--- config.mk ---
export PLATFORM = sky130hd
export DESIGN_NAME = hd_color_bar_pattern
export DESIGN_NICKNAME = d
export VERILOG_FILES = /design/src/design/hdcb_pkg.sv /design/src/design/hdcb_locate.sv /design/src/design/hdcb_palette.sv /design/src/design/hdcb_ramp_div.sv /design/src/design/hd_color_bar_pattern.sv
export SDC_FILE = /design/constraint.sdc
export NUM_CORES = 2
export LEC_CHECK = 0
export BUFFER_PORTS_ARGS = -buffer_cell sky130_fd_sc_hd__buf_4
export CORE_ASPECT_RATIO = 1.75
export CORE_UTILIZATION = 50
export DETAILED_ROUTE_END_ITERATION = 8
export PLACE_DENSITY = 0.69
export RECOVER_POWER = 25
export SYNTH_ARGS = -nofsm -noshare
export SYNTH_HDL_FRONTEND = slang
export SYNTH_SLANG_ARGS = --single-unit
--- constraint.sdc ---
create_clock -name clk -period 8.8 [get_ports clk]
set_input_delay 0.44 -clock clk [delete_from_list [all_inputs] [get_ports clk]]
set_output_delay 0.44 -clock clk [all_outputs]
set_load 0.05 [all_outputs]
--- src/design/hdcb_pkg.sv ---
`timescale 1ns / 1ps
`default_nettype none

package hdcb_pkg;

  // Field and register widths.
  localparam int DIM_W   = 13;  // frame_width / frame_height registers
  localparam int POS_W   = 12;  // luma row / column
  localparam int HALF_W  = 11;  // halved row / column
  localparam int SPAN_W  = 12;  // half-grid span minus one
  localparam int CODE_W  = 10;  // Y / Pb / Pr codes
  localparam int ROWX_W  = 16;  // 12*r and k*h1 products
  localparam int COLX_W  = 17;  // 56*c
  localparam int PROD_W  = 18;  // n*w1 bar edges
  localparam int DIFF_W  = 17;  // 56*c - 13*w1 inside the ramp
  localparam int NUM_W   = 27;  // 876 * diff
  localparam int DIV_W   = 17;  // 30 * w1
  localparam int QUO_W   = 10;  // ramp quotient bits
  localparam int BAND_W  = 2;
  localparam int IDX_W   = 4;
  localparam int THR_N   = 14;  // distinct bar edges over all bands
  localparam int THR_W   = 6;
  localparam int CFG_IDX_W = 1;

  // Register indexes.
  localparam logic [CFG_IDX_W-1:0] CFG_FRAME_WIDTH  = 1'd0;
  localparam logic [CFG_IDX_W-1:0] CFG_FRAME_HEIGHT = 1'd1;

  localparam logic [DIM_W-1:0] RESET_WIDTH  = 13'd1920;
  localparam logic [DIM_W-1:0] RESET_HEIGHT = 13'd1080;

  // Band codes, top to bottom.
  localparam logic [BAND_W-1:0] BAND_BARS  = 2'd0;
  localparam logic [BAND_W-1:0] BAND_REV   = 2'd1;
  localparam logic [BAND_W-1:0] BAND_RAMP  = 2'd2;
  localparam logic [BAND_W-1:0] BAND_PLUGE = 2'd3;

  // Band edges in twelfths of the grid height.
  localparam int BAND_EDGE0 = 7;
  localparam int BAND_EDGE1 = 8;
  localparam int BAND_EDGE2 = 9;
  localparam int ROW_SCALE  = 12;
  localparam int COL_SCALE  = 56;
  localparam int RAMP_START = 13;
  localparam int RAMP_SPAN  = 30;

  localparam logic [CODE_W-1:0] RAMP_BASE  = 10'd64;
  localparam logic [CODE_W-1:0] RAMP_SCALE = 10'd876;

  // All bar right edges, in 56ths of the grid width, ascending.
  localparam logic [THR_N-1:0][THR_W-1:0] THR = {
    6'd49, 6'd43, 6'd41, 6'd39, 6'd37, 6'd35, 6'd33,
    6'd31, 6'd28, 6'd25, 6'd19, 6'd16, 6'd13, 6'd7
  };

  // Which of the edges above belong to each band.
  localparam logic [3:0][THR_N-1:0] BAND_MASK = {
    14'b11_1111_1010_0101,  // pluge band
    14'b11_0000_0000_0011,  // ramp band
    14'b10_0000_0000_0011,  // reverse bars
    14'b11_0010_0101_1011   // main bars
  };

  typedef struct packed {
    logic [POS_W-1:0] pixel_row;
    logic [POS_W-1:0] pixel_col;
  } pix_word_t;

  typedef struct packed {
    logic [CODE_W-1:0] luma_code;
    logic [CODE_W-1:0] blue_diff_code;
    logic [CODE_W-1:0] red_diff_code;
  } code_word_t;

  typedef struct packed {
    logic              ramp;
    logic [CODE_W-1:0] y;
    logic [CODE_W-1:0] pb;
    logic [CODE_W-1:0] pr;
  } color_t;

  // Thresholds derived from the frame registers.
  typedef struct packed {
    logic [THR_N-1:0][PROD_W-1:0] thr_w;
    logic [ROWX_W-1:0]            h7;
    logic [ROWX_W-1:0]            h8;
    logic [ROWX_W-1:0]            h9;
    logic [PROD_W-1:0]            w13;
  } deriv_t;

  typedef struct packed {
    logic [BAND_W-1:0] band;
    logic [THR_N-1:0]  ge;
    logic [DIFF_W-1:0] diff;
  } loc_t;

  typedef struct packed {
    logic [NUM_W-1:0] num;
    color_t           color;
  } div_in_t;

  typedef struct packed {
    logic [QUO_W-1:0] quo;
    color_t           color;
  } div_out_t;

  function automatic color_t color_of(input int y, input int pb, input int pr);
    color_t c;
    c.ramp = 1'b0;
    c.y    = CODE_W'(y);
    c.pb   = CODE_W'(pb);
    c.pr   = CODE_W'(pr);
    return c;
  endfunction

  function automatic color_t color_lookup(input logic [BAND_W-1:0] band,
                                          input logic [IDX_W-1:0] idx);
    color_t c;
    c = color_of(64, 512, 512);
    case (band)
      BAND_BARS: begin
        case (idx)
          4'd0: c = color_of(414, 512, 512);
          4'd1: c = color_of(721, 512, 512);
          4'd2: c = color_of(674, 176, 543);
          4'd3: c = color_of(581, 589, 176);
          4'd4: c = color_of(534, 253, 207);
          4'd5: c = color_of(251, 771, 817);
          4'd6: c = color_of(204, 435, 848);
          4'd7: c = color_of(111, 848, 481);
          4'd8: c = color_of(414, 512, 512);
          default: c = color_of(64, 512, 512);
        endcase
      end
      BAND_REV: begin
        case (idx)
          4'd0: c = color_of(754, 615, 64);
          4'd1: c = color_of(245, 412, 629);
          4'd2: c = color_of(721, 512, 512);
          4'd3: c = color_of(127, 960, 471);
          default: c = color_of(64, 512, 512);
        endcase
      end
      BAND_RAMP: begin
        case (idx)
          4'd0: c = color_of(877, 64, 553);
          4'd1: c = color_of(64, 512, 512);
          4'd2: begin
            c = color_of(0, 512, 512);
            c.ramp = 1'b1;
          end
          4'd3: c = color_of(940, 512, 512);
          4'd4: c = color_of(250, 409, 950);
          default: c = color_of(64, 512, 512);
        endcase
      end
      BAND_PLUGE: begin
        case (idx)
          4'd0:  c = color_of(195, 512, 512);
          4'd1:  c = color_of(64, 512, 512);
          4'd2:  c = color_of(940, 512, 512);
          4'd3:  c = color_of(64, 512, 512);
          4'd4:  c = color_of(46, 512, 512);
          4'd5:  c = color_of(64, 512, 512);
          4'd6:  c = color_of(82, 512, 512);
          4'd7:  c = color_of(64, 512, 512);
          4'd8:  c = color_of(99, 512, 512);
          4'd9:  c = color_of(64, 512, 512);
          4'd10: c = color_of(195, 512, 512);
          default: c = color_of(64, 512, 512);
        endcase
      end
      default: c = color_of(64, 512, 512);
    endcase
    return c;
  endfunction

endpackage

`default_nettype wire

--- src/design/hdcb_locate.sv ---
`timescale 1ns / 1ps
`default_nettype none

module hdcb_locate (
  input  logic               clk,
  input  logic               rst_n,
  input  logic               in_valid,
  output logic               in_ready,
  input  hdcb_pkg::pix_word_t in_word,
  input  hdcb_pkg::deriv_t   deriv,
  output logic               out_valid,
  input  logic               out_ready,
  output hdcb_pkg::loc_t     out_word
);
  import hdcb_pkg::*;

  logic              v1_r, v2_r, v3_r;
  logic              en1, en2, en3;
  logic [HALF_W-1:0] row_r, col_r;
  logic [ROWX_W-1:0] row12_r;
  logic [COLX_W-1:0] col56_r;
  loc_t              loc_r;
  loc_t              loc_nxt;

  assign en3      = !v3_r || out_ready;
  assign en2      = !v2_r || en3;
  assign en1      = !v1_r || en2;
  assign in_ready = en1;

  // Band and bar edge tests against the cross-multiplied thresholds.
  always_comb begin
    if (row12_r < deriv.h7) begin
      loc_nxt.band = BAND_BARS;
    end else if (row12_r < deriv.h8) begin
      loc_nxt.band = BAND_REV;
    end else if (row12_r < deriv.h9) begin
      loc_nxt.band = BAND_RAMP;
    end else begin
      loc_nxt.band = BAND_PLUGE;
    end
    for (int j = 0; j < THR_N; j++) begin
      loc_nxt.ge[j] = !(PROD_W'(col56_r) < deriv.thr_w[j]);
    end
    loc_nxt.diff = DIFF_W'(PROD_W'(col56_r) - deriv.w13);
  end

  always_ff @(posedge clk) begin
    if (en1) begin
      row_r <= in_word.pixel_row[POS_W-1:1];
      col_r <= in_word.pixel_col[POS_W-1:1];
    end
    if (en2) begin
      row12_r <= (ROWX_W'(row_r) << 3) + (ROWX_W'(row_r) << 2);
      col56_r <= (COLX_W'(col_r) << 6) - (COLX_W'(col_r) << 3);
    end
    if (en3) begin
      loc_r <= loc_nxt;
    end
    if (!rst_n) begin
      v1_r <= 1'b0;
      v2_r <= 1'b0;
      v3_r <= 1'b0;
    end else begin
      if (en1) v1_r <= in_valid;
      if (en2) v2_r <= v1_r;
      if (en3) v3_r <= v2_r;
    end
  end

  assign out_valid = v3_r;
  assign out_word  = loc_r;

endmodule

`default_nettype wire

--- src/design/hdcb_palette.sv ---
`timescale 1ns / 1ps
`default_nettype none

module hdcb_palette (
  input  logic              clk,
  input  logic              rst_n,
  input  logic              in_valid,
  output logic              in_ready,
  input  hdcb_pkg::loc_t    in_word,
  output logic              out_valid,
  input  logic              out_ready,
  output hdcb_pkg::div_in_t out_word
);
  import hdcb_pkg::*;

  logic             valid_r;
  logic             en;
  logic [IDX_W-1:0] idx;
  logic [THR_N-1:0] hits;
  div_in_t          word_r;

  assign en       = !valid_r || out_ready;
  assign in_ready = en;

  // Bar index is the number of this band's edges the column has passed.
  always_comb begin
    hits = in_word.ge & BAND_MASK[in_word.band];
    idx  = '0;
    for (int j = 0; j < THR_N; j++) begin
      idx = idx + IDX_W'(hits[j]);
    end
  end

  always_ff @(posedge clk) begin
    if (en) begin
      word_r.color <= color_lookup(in_word.band, idx);
      word_r.num   <= NUM_W'(in_word.diff) * NUM_W'(RAMP_SCALE);
    end
    if (!rst_n) begin
      valid_r <= 1'b0;
    end else if (en) begin
      valid_r <= in_valid;
    end
  end

  assign out_valid = valid_r;
  assign out_word  = word_r;

endmodule

`default_nettype wire

--- src/design/hdcb_ramp_div.sv ---
`timescale 1ns / 1ps
`default_nettype none

module hdcb_ramp_div (
  input  logic                       clk,
  input  logic                       rst_n,
  input  logic                       in_valid,
  output logic                       in_ready,
  input  hdcb_pkg::div_in_t          in_word,
  input  logic [hdcb_pkg::DIV_W-1:0] divisor,
  output logic                       out_valid,
  input  logic                       out_ready,
  output hdcb_pkg::div_out_t         out_word
);
  import hdcb_pkg::*;

  localparam int REM_W_C = NUM_W;

  // One restoring quotient bit per stage, most significant bit first.
  logic [QUO_W-1:0] valid_r;
  logic [QUO_W-1:0] en;
  logic [QUO_W-1:0] v_in;
  logic [REM_W_C-1:0] rem_r   [QUO_W];
  logic [REM_W_C-1:0] rem_in  [QUO_W];
  logic [REM_W_C-1:0] rem_nxt [QUO_W];
  logic [REM_W_C-1:0] dsh     [QUO_W];
  logic [QUO_W-1:0]   quo_r   [QUO_W];
  logic [QUO_W-1:0]   quo_in  [QUO_W];
  logic [QUO_W-1:0]   quo_nxt [QUO_W];
  color_t             color_r [QUO_W];
  color_t             color_in [QUO_W];

  always_comb begin
    en[QUO_W-1] = !valid_r[QUO_W-1] || out_ready;
    for (int i = QUO_W - 2; i >= 0; i--) begin
      en[i] = !valid_r[i] || en[i+1];
    end
  end

  assign in_ready = en[0];

  always_comb begin
    v_in[0]     = in_valid;
    rem_in[0]   = in_word.num;
    quo_in[0]   = '0;
    color_in[0] = in_word.color;
    for (int k = 1; k < QUO_W; k++) begin
      v_in[k]     = valid_r[k-1];
      rem_in[k]   = rem_r[k-1];
      quo_in[k]   = quo_r[k-1];
      color_in[k] = color_r[k-1];
    end
    for (int k = 0; k < QUO_W; k++) begin
      dsh[k] = REM_W_C'(divisor) << (QUO_W - 1 - k);
      if (rem_in[k] >= dsh[k]) begin
        rem_nxt[k] = rem_in[k] - dsh[k];
        quo_nxt[k] = quo_in[k] | (QUO_W'(1) << (QUO_W - 1 - k));
      end else begin
        rem_nxt[k] = rem_in[k];
        quo_nxt[k] = quo_in[k];
      end
    end
  end

  always_ff @(posedge clk) begin
    for (int k = 0; k < QUO_W; k++) begin
      if (en[k]) begin
        rem_r[k]   <= rem_nxt[k];
        quo_r[k]   <= quo_nxt[k];
        color_r[k] <= color_in[k];
      end
    end
    if (!rst_n) begin
      valid_r <= '0;
    end else begin
      for (int k = 0; k < QUO_W; k++) begin
        if (en[k]) valid_r[k] <= v_in[k];
      end
    end
  end

  assign out_valid      = valid_r[QUO_W-1];
  assign out_word.quo   = quo_r[QUO_W-1];
  assign out_word.color = color_r[QUO_W-1];

endmodule

`default_nettype wire

--- src/design/hd_color_bar_pattern.sv ---
`timescale 1ns / 1ps
`default_nettype none
// Throughput: one word per clock unless out_ready stalls the output; three locate
// stages, one palette stage, ten divider stages (one ramp quotient bit each) and
// one output register.
// Reset (rst_n low at a clock edge) empties the pipeline and returns the frame
// registers to 1920 x 1080.

module hd_color_bar_pattern #(
  parameter int MAX_DIM = 4096
) (
  input  logic                           clk,
  input  logic                           rst_n,
  input  logic                           in_valid,
  output logic                           in_ready,
  input  hdcb_pkg::pix_word_t            in_word,
  output logic                           out_valid,
  input  logic                           out_ready,
  output hdcb_pkg::code_word_t           out_word,
  input  logic                           cfg_we,
  input  logic [hdcb_pkg::CFG_IDX_W-1:0] cfg_index,
  input  logic [hdcb_pkg::DIM_W-1:0]     cfg_data
);
  import hdcb_pkg::*;

  // A written frame size saturates at MAX_DIM; the register cannot hold more
  // than its own width allows, so a larger MAX_DIM never clips.
  localparam int REG_MAX = (1 << DIM_W) - 1;
  localparam int SAT_INT = (MAX_DIM > REG_MAX) ? REG_MAX : MAX_DIM;
  localparam logic [DIM_W-1:0] SAT = DIM_W'(SAT_INT);

  logic [DIM_W-1:0]  frame_width_r;
  logic [DIM_W-1:0]  frame_height_r;
  logic [DIM_W-1:0]  cfg_sat;
  logic [SPAN_W-1:0] w1, h1;
  deriv_t            deriv_r;
  logic [DIV_W-1:0]  d30_r;

  logic     loc_valid, loc_ready;
  loc_t     loc_word;
  logic     pal_valid, pal_ready;
  div_in_t  pal_word;
  logic     div_valid, div_ready;
  div_out_t div_word;

  logic       out_valid_r;
  code_word_t out_word_r;
  logic       out_en;

  // Span of the half-resolution grid, never below one.
  function automatic logic [SPAN_W-1:0] span_of(input logic [DIM_W-1:0] dim);
    logic [DIM_W-1:0] half;
    half = DIM_W'(({1'b0, dim} + (DIM_W + 1)'(1)) >> 1);
    return (half >= DIM_W'(2)) ? SPAN_W'(half - DIM_W'(1)) : SPAN_W'(1);
  endfunction

  // Configuration registers.
  assign cfg_sat = (cfg_data > SAT) ? SAT : cfg_data;

  always_ff @(posedge clk) begin
    if (!rst_n) begin
      frame_width_r  <= RESET_WIDTH;
      frame_height_r <= RESET_HEIGHT;
    end else if (cfg_we) begin
      case (cfg_index)
        CFG_FRAME_WIDTH:  frame_width_r  <= cfg_sat;
        CFG_FRAME_HEIGHT: frame_height_r <= cfg_sat;
        default: ;
      endcase
    end
  end

  // The thresholds depend only on the frame registers, so they are registered
  // once here and shared by every word. After a write they settle from the new
  // frame registers before a newly accepted word reaches the compare stage.
  assign w1 = span_of(frame_width_r);
  assign h1 = span_of(frame_height_r);

  always_ff @(posedge clk) begin
    for (int j = 0; j < THR_N; j++) begin
      deriv_r.thr_w[j] <= PROD_W'(w1) * PROD_W'(THR[j]);
    end
    deriv_r.h7  <= ROWX_W'(h1) * ROWX_W'(BAND_EDGE0);
    deriv_r.h8  <= ROWX_W'(h1) * ROWX_W'(BAND_EDGE1);
    deriv_r.h9  <= ROWX_W'(h1) * ROWX_W'(BAND_EDGE2);
    deriv_r.w13 <= PROD_W'(w1) * PROD_W'(RAMP_START);
    d30_r       <= DIV_W'(w1) * DIV_W'(RAMP_SPAN);
  end

  // Halve the position, scale it and sort it into band and bar edges.
  hdcb_locate u_locate (
    .clk       (clk),
    .rst_n     (rst_n),
    .in_valid  (in_valid),
    .in_ready  (in_ready),
    .in_word   (in_word),
    .deriv     (deriv_r),
    .out_valid (loc_valid),
    .out_ready (loc_ready),
    .out_word  (loc_word)
  );

  // Pick the bar color and form the ramp numerator 876*(56c - 13*w1).
  hdcb_palette u_palette (
    .clk       (clk),
    .rst_n     (rst_n),
    .in_valid  (loc_valid),
    .in_ready  (loc_ready),
    .in_word   (loc_word),
    .out_valid (pal_valid),
    .out_ready (pal_ready),
    .out_word  (pal_word)
  );

  // Divide by 30*w1. Inside the ramp the numerator is below 876 times the
  // divisor, so ten quotient bits are exact; elsewhere the quotient is unused.
  hdcb_ramp_div u_ramp_div (
    .clk       (clk),
    .rst_n     (rst_n),
    .in_valid  (pal_valid),
    .in_ready  (pal_ready),
    .in_word   (pal_word),
    .divisor   (d30_r),
    .out_valid (div_valid),
    .out_ready (div_ready),
    .out_word  (div_word)
  );

  // Output register: ramp luma is the quotient above black, every other bar
  // takes its luma straight from the palette.
  assign out_en    = !out_valid_r || out_ready;
  assign div_ready = out_en;

  always_ff @(posedge clk) begin
    if (out_en) begin
      out_word_r.luma_code      <= div_word.color.ramp ?
                                   CODE_W'(RAMP_BASE + div_word.quo) :
                                   div_word.color.y;
      out_word_r.blue_diff_code <= div_word.color.pb;
      out_word_r.red_diff_code  <= div_word.color.pr;
    end
    if (!rst_n) begin
      out_valid_r <= 1'b0;
    end else if (out_en) begin
      out_valid_r <= div_valid;
    end
  end

  assign out_valid = out_valid_r;
  assign out_word  = out_word_r;

`ifndef SYNTHESIS
  // Input back-pressure only arises when every stage is full and the output
  // is stalled.
  a_stall_source: assert property (@(posedge clk) disable iff (!rst_n)
    !in_ready |-> (out_valid && !out_ready))
    else $error("input stalled while the pipeline could move");

  // A ramp quotient must stay within the 876-code luma swing.
  a_ramp_range: assert property (@(posedge clk) disable iff (!rst_n)
    (div_valid && div_word.color.ramp) |-> (div_word.quo < QUO_W'(RAMP_SCALE)))
    else $error("ramp quotient out of range");

  // Once out of reset the ramp divisor is never zero.
  a_divisor_nonzero: assert property (@(posedge clk) disable iff (!rst_n)
    $past(rst_n) |-> (d30_r != '0))
    else $error("ramp divisor is zero");
`endif

endmodule

`default_nettype wire

-- Yosys cells after proc, flatten, opt, wreduce, memory -nomap -nowiden
Memories as Yosys holds them, arrays and structs flattened.
Index checks and enable logic that the tools add are counted.
- bits in writable memories: 680
- logic and storage cells: 244
- register bits: 509
- output and inout port bits: 32
- memories kept: 5
- bits in read-only memories: 640
- memory list (memory ; words ; width ; rd ports ; clocked after memory_dff ; write ports ; RTL line ; source):
    (name not given) ; 16 ; 30 ; 1 ; 0 ; 0 ; hdcb_pkg.sv:122 ; case (idx)
    u_ramp_div.color_r ; 10 ; 31 ; 10 ; 0 ; 10 ; hdcb_ramp_div.sv:30 ; color_t color_r [QUO_W];
    u_ramp_div.rem_r ; 10 ; 27 ; 9 ; 0 ; 10 ; hdcb_ramp_div.sv:23 ; logic [REM_W_C-1:0] rem_r [QUO_W];
    (name not given) ; 16 ; 10 ; 1 ; 0 ; 0 ; hdcb_pkg.sv:158 ; case (idx)
    u_ramp_div.quo_r ; 10 ; 10 ; 10 ; 0 ; 10 ; hdcb_ramp_div.sv:27 ; logic [QUO_W-1:0] quo_r [QUO_W];
- equal/unequal tests: 7
- mux-type cells: 51
- multipliers: 17
- bitwise logic cells: 2
- add/sub/neg operators: 31
- reductions and logical operators: 49
- order comparisons: 31
- operators by type and width (kind ; number):
    27-bit 2-to-1 mux ; 10
    31-bit one-hot mux with 4 select lines ; 2
    17-bit by 18-bit less-than comparator with 1-bit output ; 7
    12-bit by 6-bit multiplier with 18-bit output, second input constant ; 7
    30-bit one-hot mux with 4 select lines ; 1
    17-bit less-than comparator ; 4
    12-bit by 5-bit multiplier with 17-bit output, second input constant ; 3
    4-bit by 1-bit adder with 4-bit output ; 12
    12-bit by 4-bit multiplier with 16-bit output, second input constant ; 3
    12-bit by 3-bit multiplier with 15-bit output, second input constant ; 3
    17-bit by 16-bit less-than comparator with 1-bit output ; 2
    16-bit by 15-bit less-than comparator with 1-bit output ; 2
    1-bit zero test ; 29
    13-bit by 1-bit adder with 14-bit output, second input constant ; 2
    14-bit binary-select mux with 2-bit select ; 1
    27-bit by 17-bit greater-or-equal comparator with 1-bit output ; 1
    27-bit by 18-bit greater-or-equal comparator with 1-bit output ; 1
    27-bit by 19-bit greater-or-equal comparator with 1-bit output ; 1
    27-bit by 20-bit greater-or-equal comparator with 1-bit output ; 1
    27-bit by 21-bit greater-or-equal comparator with 1-bit output ; 1
    27-bit by 22-bit greater-or-equal comparator with 1-bit output ; 1
    27-bit by 23-bit greater-or-equal comparator with 1-bit output ; 1
    27-bit by 24-bit greater-or-equal comparator with 1-bit output ; 1
    27-bit by 25-bit greater-or-equal comparator with 1-bit output ; 1
    other kinds (48) ; 91

-- Logic depth before layout (Yosys ltp)
- depth in word-level cells: 19
- depth in mapped cells: 28
- depth with buffers taken out: 25

-- Cells and area by module
Synthesis repeated with hierarchy kept, for this count alone.
- cells, all modules: 6014
- area, all modules: 65899.5 µm²
- by module, submodules not included (module ; instances ; cells each ; sequential area each (µm²) ; area an instance (µm²)):
    hdcb_ramp_div ; 1 ; 2223 ; 18457.7 ; 29285.6
    hd_color_bar_pattern ; 1 ; 2084 ; 6105.9 ; 20490.9
    hdcb_locate ; 1 ; 1102 ; 2522.4 ; 10053.4
    hdcb_palette ; 1 ; 605 ; 1701.6 ; 6069.6

-- Worst setup path before layout
No wires, ideal clock.
- path type: flip-flop to flip-flop
- from: register frame_width_r[0]
- to: register deriv_r[299] (netlist name)
- clock period less this slack: 6.207 ns
- buffers on the path: 2
- setup time: 0.072 ns
- slack: 2.593 ns
- arrival: 6.135 ns
- stages on the path, launching flop included: 26
- cell sequence: dfxtp_1 ha_1 clkbuf_1 and3_4 nand4_4 a21oi_2 nand2_1 a211o_1 or4b_4 buf_6 o21ai_0 inv_1 ha_1 inv_1 fa_1 fa_1 inv_1 ha_1 a21oi_1 o21bai_1 a211o_1 nand3_1 a31oi_1 a21o_1 a21oi_1 xnor2_1
- cells in the longest elaborated chain, start to end: 4
- elaborated cells between the ends (all ways): 5
- those cells by class: add/sub: 2; mul: 1; order compare: 1; mux: 1
- ends and longest elaborated chain (item ; RTL line ; source):
    start: declaration ; hd_color_bar_pattern.sv:32 ; logic [DIM_W-1:0] frame_width_r;
    start signal: assignment ; hd_color_bar_pattern.sv:66 ; CFG_FRAME_WIDTH: frame_width_r <= cfg_sat;
    13-bit by 1-bit adder with 14-bit output (*) ; hd_color_bar_pattern.sv:53 ; half = DIM_W'(({1'b0, dim} + (DIM_W + 1)'(1)) >> 1);
    12-bit by 1-bit subtractor with 12-bit output / 13-bit by 2-bit greater-or-equal comparator with 1-bit output (equally long branches) ; hd_color_bar_pattern.sv:54 ; return (half >= DIM_W'(2)) ? SPAN_W'(half - DIM_W'(1)) : SPAN_W'(1);
    12-bit 2-to-1 mux (*) ; hd_color_bar_pattern.sv:54 ;
    named net w1[6] ; hd_color_bar_pattern.sv:35 ; logic [SPAN_W-1:0] w1, h1;
    12-bit by 6-bit multiplier with 18-bit output (*) ; hd_color_bar_pattern.sv:81 ; deriv_r.thr_w[j] <= PROD_W'(w1) * PROD_W'(THR[j]);
    end: declaration ; hd_color_bar_pattern.sv:36 ; deriv_t deriv_r;
Mark *: on every way through the listed nets, which the timed path passes. The rest lies on a longest branch.
A chain may end at the register's enable or synchronous reset.

-- Final worst setup path
- from: register frame_width_r[1]
- to: register deriv_r[298] (netlist name)
Same word-level chain as after synthesis.

==> results.sh <==
export IMPL_status="completed"
export IMPL_dpl_hpwl_mm=113.1
export IMPL_ys_warnings_count=0
export IMPL_critPathTopFamily="adder cells"
export IMPL_drc=0
export IMPL_fillers=10370
export IMPL_syn_to_final_growth_pct=10.15
export IMPL_htreeDepth=3
export IMPL_antenna_found_initial=10
export IMPL_yosysTopAreaCell="edfxtp_1"
export IMPL_placed_cells=7243
export IMPL_critPathKind="reg2reg"
export IMPL_ys_flop_type="edfxtp_1"
export IMPL_cts_hold_buf=22
export IMPL_routed_wl_mm=144.0
export IMPL_grt_pass1_wl_mm=224.3
export IMPL_tritoncts="yes"
export IMPL_fmax_ghz=0.1381
export IMPL_yosysUniqueCellTypes=88
export IMPL_setup_tns_ns=0
export IMPL_cp_data_arrival_time_ns=7.90
export IMPL_rsz0062_at_grt="no"
export IMPL_finalSetupViolations=0
export IMPL_die_w_um=268.6
export IMPL_drt_iter0_drc=1704
export IMPL_grt_use_total_pct=23.31
export IMPL_die_h_um=468.6
export IMPL_cts_max_path_buffers=3
export IMPL_cts_root_buf="clkbuf_16"
export IMPL_gr_total_overflow=0
export IMPL_cp_cell_sequence="ha_1, and3_4, and2_0, nand2_1, a2bb2oi_1, nor2_1, or4b_4, o21ai_0, inv_1, buf_4, ha_1, inv_1, fa_1, fa_1, inv_1, ha_1, nor2b_1, o21a_1, o311a_1, nor3_1, o31ai_1, a21oi_1, xnor2_1"
export IMPL_synth_edff_count=758
export IMPL_period_minus_slack_ns=7.243
export IMPL_vias=41160
export IMPL_start_kind="flop"
export IMPL_fin_skew_ns=0.05452
export IMPL_required_ns=9.46
export IMPL_postRouteAntennaNets=0
export IMPL_slew_violations=0
export IMPL_synth_area_per_cell_um2=11.18
export IMPL_postCtsSetupRepairBufs=0
export IMPL_cts_sinks=1032
export IMPL_min_period_over_period_pct=82.31
export IMPL_drive_above_1_share_pct=6.522
export IMPL_cap_violations=0
export IMPL_synth_seq_area_share_pct=45.41
export IMPL_io_pins=75
export IMPL_finish_net_count=6759
export IMPL_worst_pin_slew_ns=1.428
export IMPL_cts_made_buffers=96
export IMPL_r2r_setup_slack_ns=1.56
export IMPL_hp_class="in2reg"
export IMPL_cts_resized=0
export IMPL_port_buffers=72
export IMPL_clk_latency_ns=0.74
export IMPL_max_stage_delay_ns=0.64
export IMPL_core_um2=122900
export IMPL_grt_max_degree=66
export IMPL_cp_slowest_cell="or4b_4"
export IMPL_gp_congestion=0.9422
export IMPL_start_util_pct=50.59
export IMPL_crit_path_end_kind="flop"
export IMPL_syn_num_nets=6591
export IMPL_syn_area_um2=62200
export IMPL_layoutNonFillerInstCount=7451
export IMPL_synth_area_leaders="edfxtp_1, ha_1, dfxtp_1"
export IMPL_multiInputGateArea_um2=30920
export IMPL_cp_num_buf_inv=4
export IMPL_routed_via_density=5.524
export IMPL_synth_seq_cells=1032
export IMPL_seqCellArea_um2=28250
export IMPL_async_flop_share_pct=0
export IMPL_die_area_um2=125900
export IMPL_yosysTopAreaCellShare_pct=36.59
export IMPL_drt_first_pass_iters=6
export IMPL_post_drt_wl_per_cell_um=19.32
export IMPL_syn_inst=5561
export IMPL_relSlewSlack_pct=4.769
export IMPL_first_global_vias=43560
export IMPL_clk_pin_slew_ns=0.06
export IMPL_rows=170
export IMPL_crit_fanout=13
export IMPL_final_hold_viol_count=0
metrics by stage:
| stage | cell area (um^2) | worst slack, ns | util [%] | hold WS (ns) |
|---|---|---|---|---|
| detailed placement | 64950 | 1.615 | 52.83 | 0.4045 |
| finish | 68510 | 1.557 | 55.73 | 0.06838 |
| floorplan | 62200 | 2.593 | - | 0.4003 |
| global placement | 64950 | 1.703 | 52.83 | 0.4003 |
| CTS | 68510 | 1.572 | 55.72 | 0.03542 |
| global route | 68500 | 1.042 | 55.72 | 0.05329 |
cells in the final DEF, fill, tap and decap left out, drive strengths merged, types with 17 or more instances in the layout:
master       count
a211oi          35
buf            103
nand4           35
a21o           145
xor2           143
inv            743
a31oi           51
clkinv          38
a21oi          334
o21ai          251
dlygate4sd3     22
and3            32
xnor2          243
nand2          281
mux2            39
fa             201
a211o           17
nor2b           84
nor3            79
nor4            37
ha             786
nor2           264
nand2b          74
a21boi          35
o21bai          55
dfxtp          274
nand3           79
o21a            81
nor3b           17
or3             28
o31ai           21
edfxtp         758
or2             28
o211ai          20
clkbuf         147
and2            26
logic make-up (layout without fill, tap and decap cells):
group | count (synthesis) | in the layout | synth area share, %
flip-flops | 1032 | 1032 | 45.41
adder cells (fa/ha/maj) | 987 | 987 | 22.28
AND/OR/NAND/NOR | 1127 | 1127 | 9.161
AO/OA/AOI/OAI | 1156 | 1156 | 11.79
buffers and inverters | 819 | 1069 | 4.977
multiplexers | 54 | 54 | 0.9474
XOR/XNOR | 386 | 386 | 5.435
other | 0 | 6 | 0
final cells by class:
cell class | instances | area share [%]
Antenna cell | 6 | 0.02191
Sequential cell | 1032 | 41.23
Inverter | 740 | 4.054
Timing Repair Buffer | 149 | 1.702
Tap cell | 1634 | 2.984
Clock buffer | 123 | 3.788
Multi-Input combinational cell | 3710 | 45.13
Clock inverter | 57 | 1.087
cells in the mapped netlist (all sizes together) (51+ instances only):
master,number
ha,786
edfxtp,758
inv,740
a21oi,334
nand2,281
dfxtp,274
nor2,264
o21ai,251
xnor2,243
fa,201
a21o,145
xor2,143
nor2b,84
o21a,81
nand3,79
nor3,79
nand2b,74
clkbuf,66
o21bai,55
a31oi,51
final timing paths:
kind | start | endpoint | cells past startpoint
min | cfg_index | frame_height_r[12] | 3
max reg2reg | frame_width_r[1] | deriv_r[298] | 23
min reg2reg | u_ramp_div.color_r[3][18] | u_ramp_div.color_r[4][18] | 0
max | frame_width_r[1] | deriv_r[298] | 23
worst register-to-register path: stages (launching register included):
cell	delay, ns
dfxtp_1	0.40
ha_1	0.36
and3_4	0.28
and2_0	0.28
nand2_1	0.11
a2bb2oi_1	0.16
nor2_1	0.24
or4b_4	0.64
o21ai_0	0.38
inv_1	0.52
buf_4	0.41
ha_1	0.37
inv_1	0.13
fa_1	0.54
fa_1	0.53
inv_1	0.05
ha_1	0.32
nor2b_1	0.14
o21a_1	0.21
o311a_1	0.33
nor3_1	0.32
o31ai_1	0.13
a21oi_1	0.18
xnor2_1	0.12
routing by layer:
| layer | vias to the layer above | wire length [um] | GRT usage [%] |
|---|---|---|---|
| met2 | 860 | 79460 | 46.11 |
| met1 | 19800 | 46510 | 20.40 |
| met3 | 483 | 5280 | 3.210 |
| li1 | 20010 | - | - |
| met5 | - | 31 | 0 |
| met4 | 4 | 12660 | 18.49 |
registers in the layout, summed over array words and instances, names as in the netlist, 14 cells and up:
register and cells:
u_ramp_div.rem_r 225, u_ramp_div.color_r 310, u_locate.out_word 33, u_ramp_div.quo_r 55, u_palette.out_word 56, u_locate.col56_r 14, out_word 30, deriv_r 220
Power is left out: the tool's default activity adds up to more than one toggle a clock period on the data nets, which glitch-free logic cannot reach.
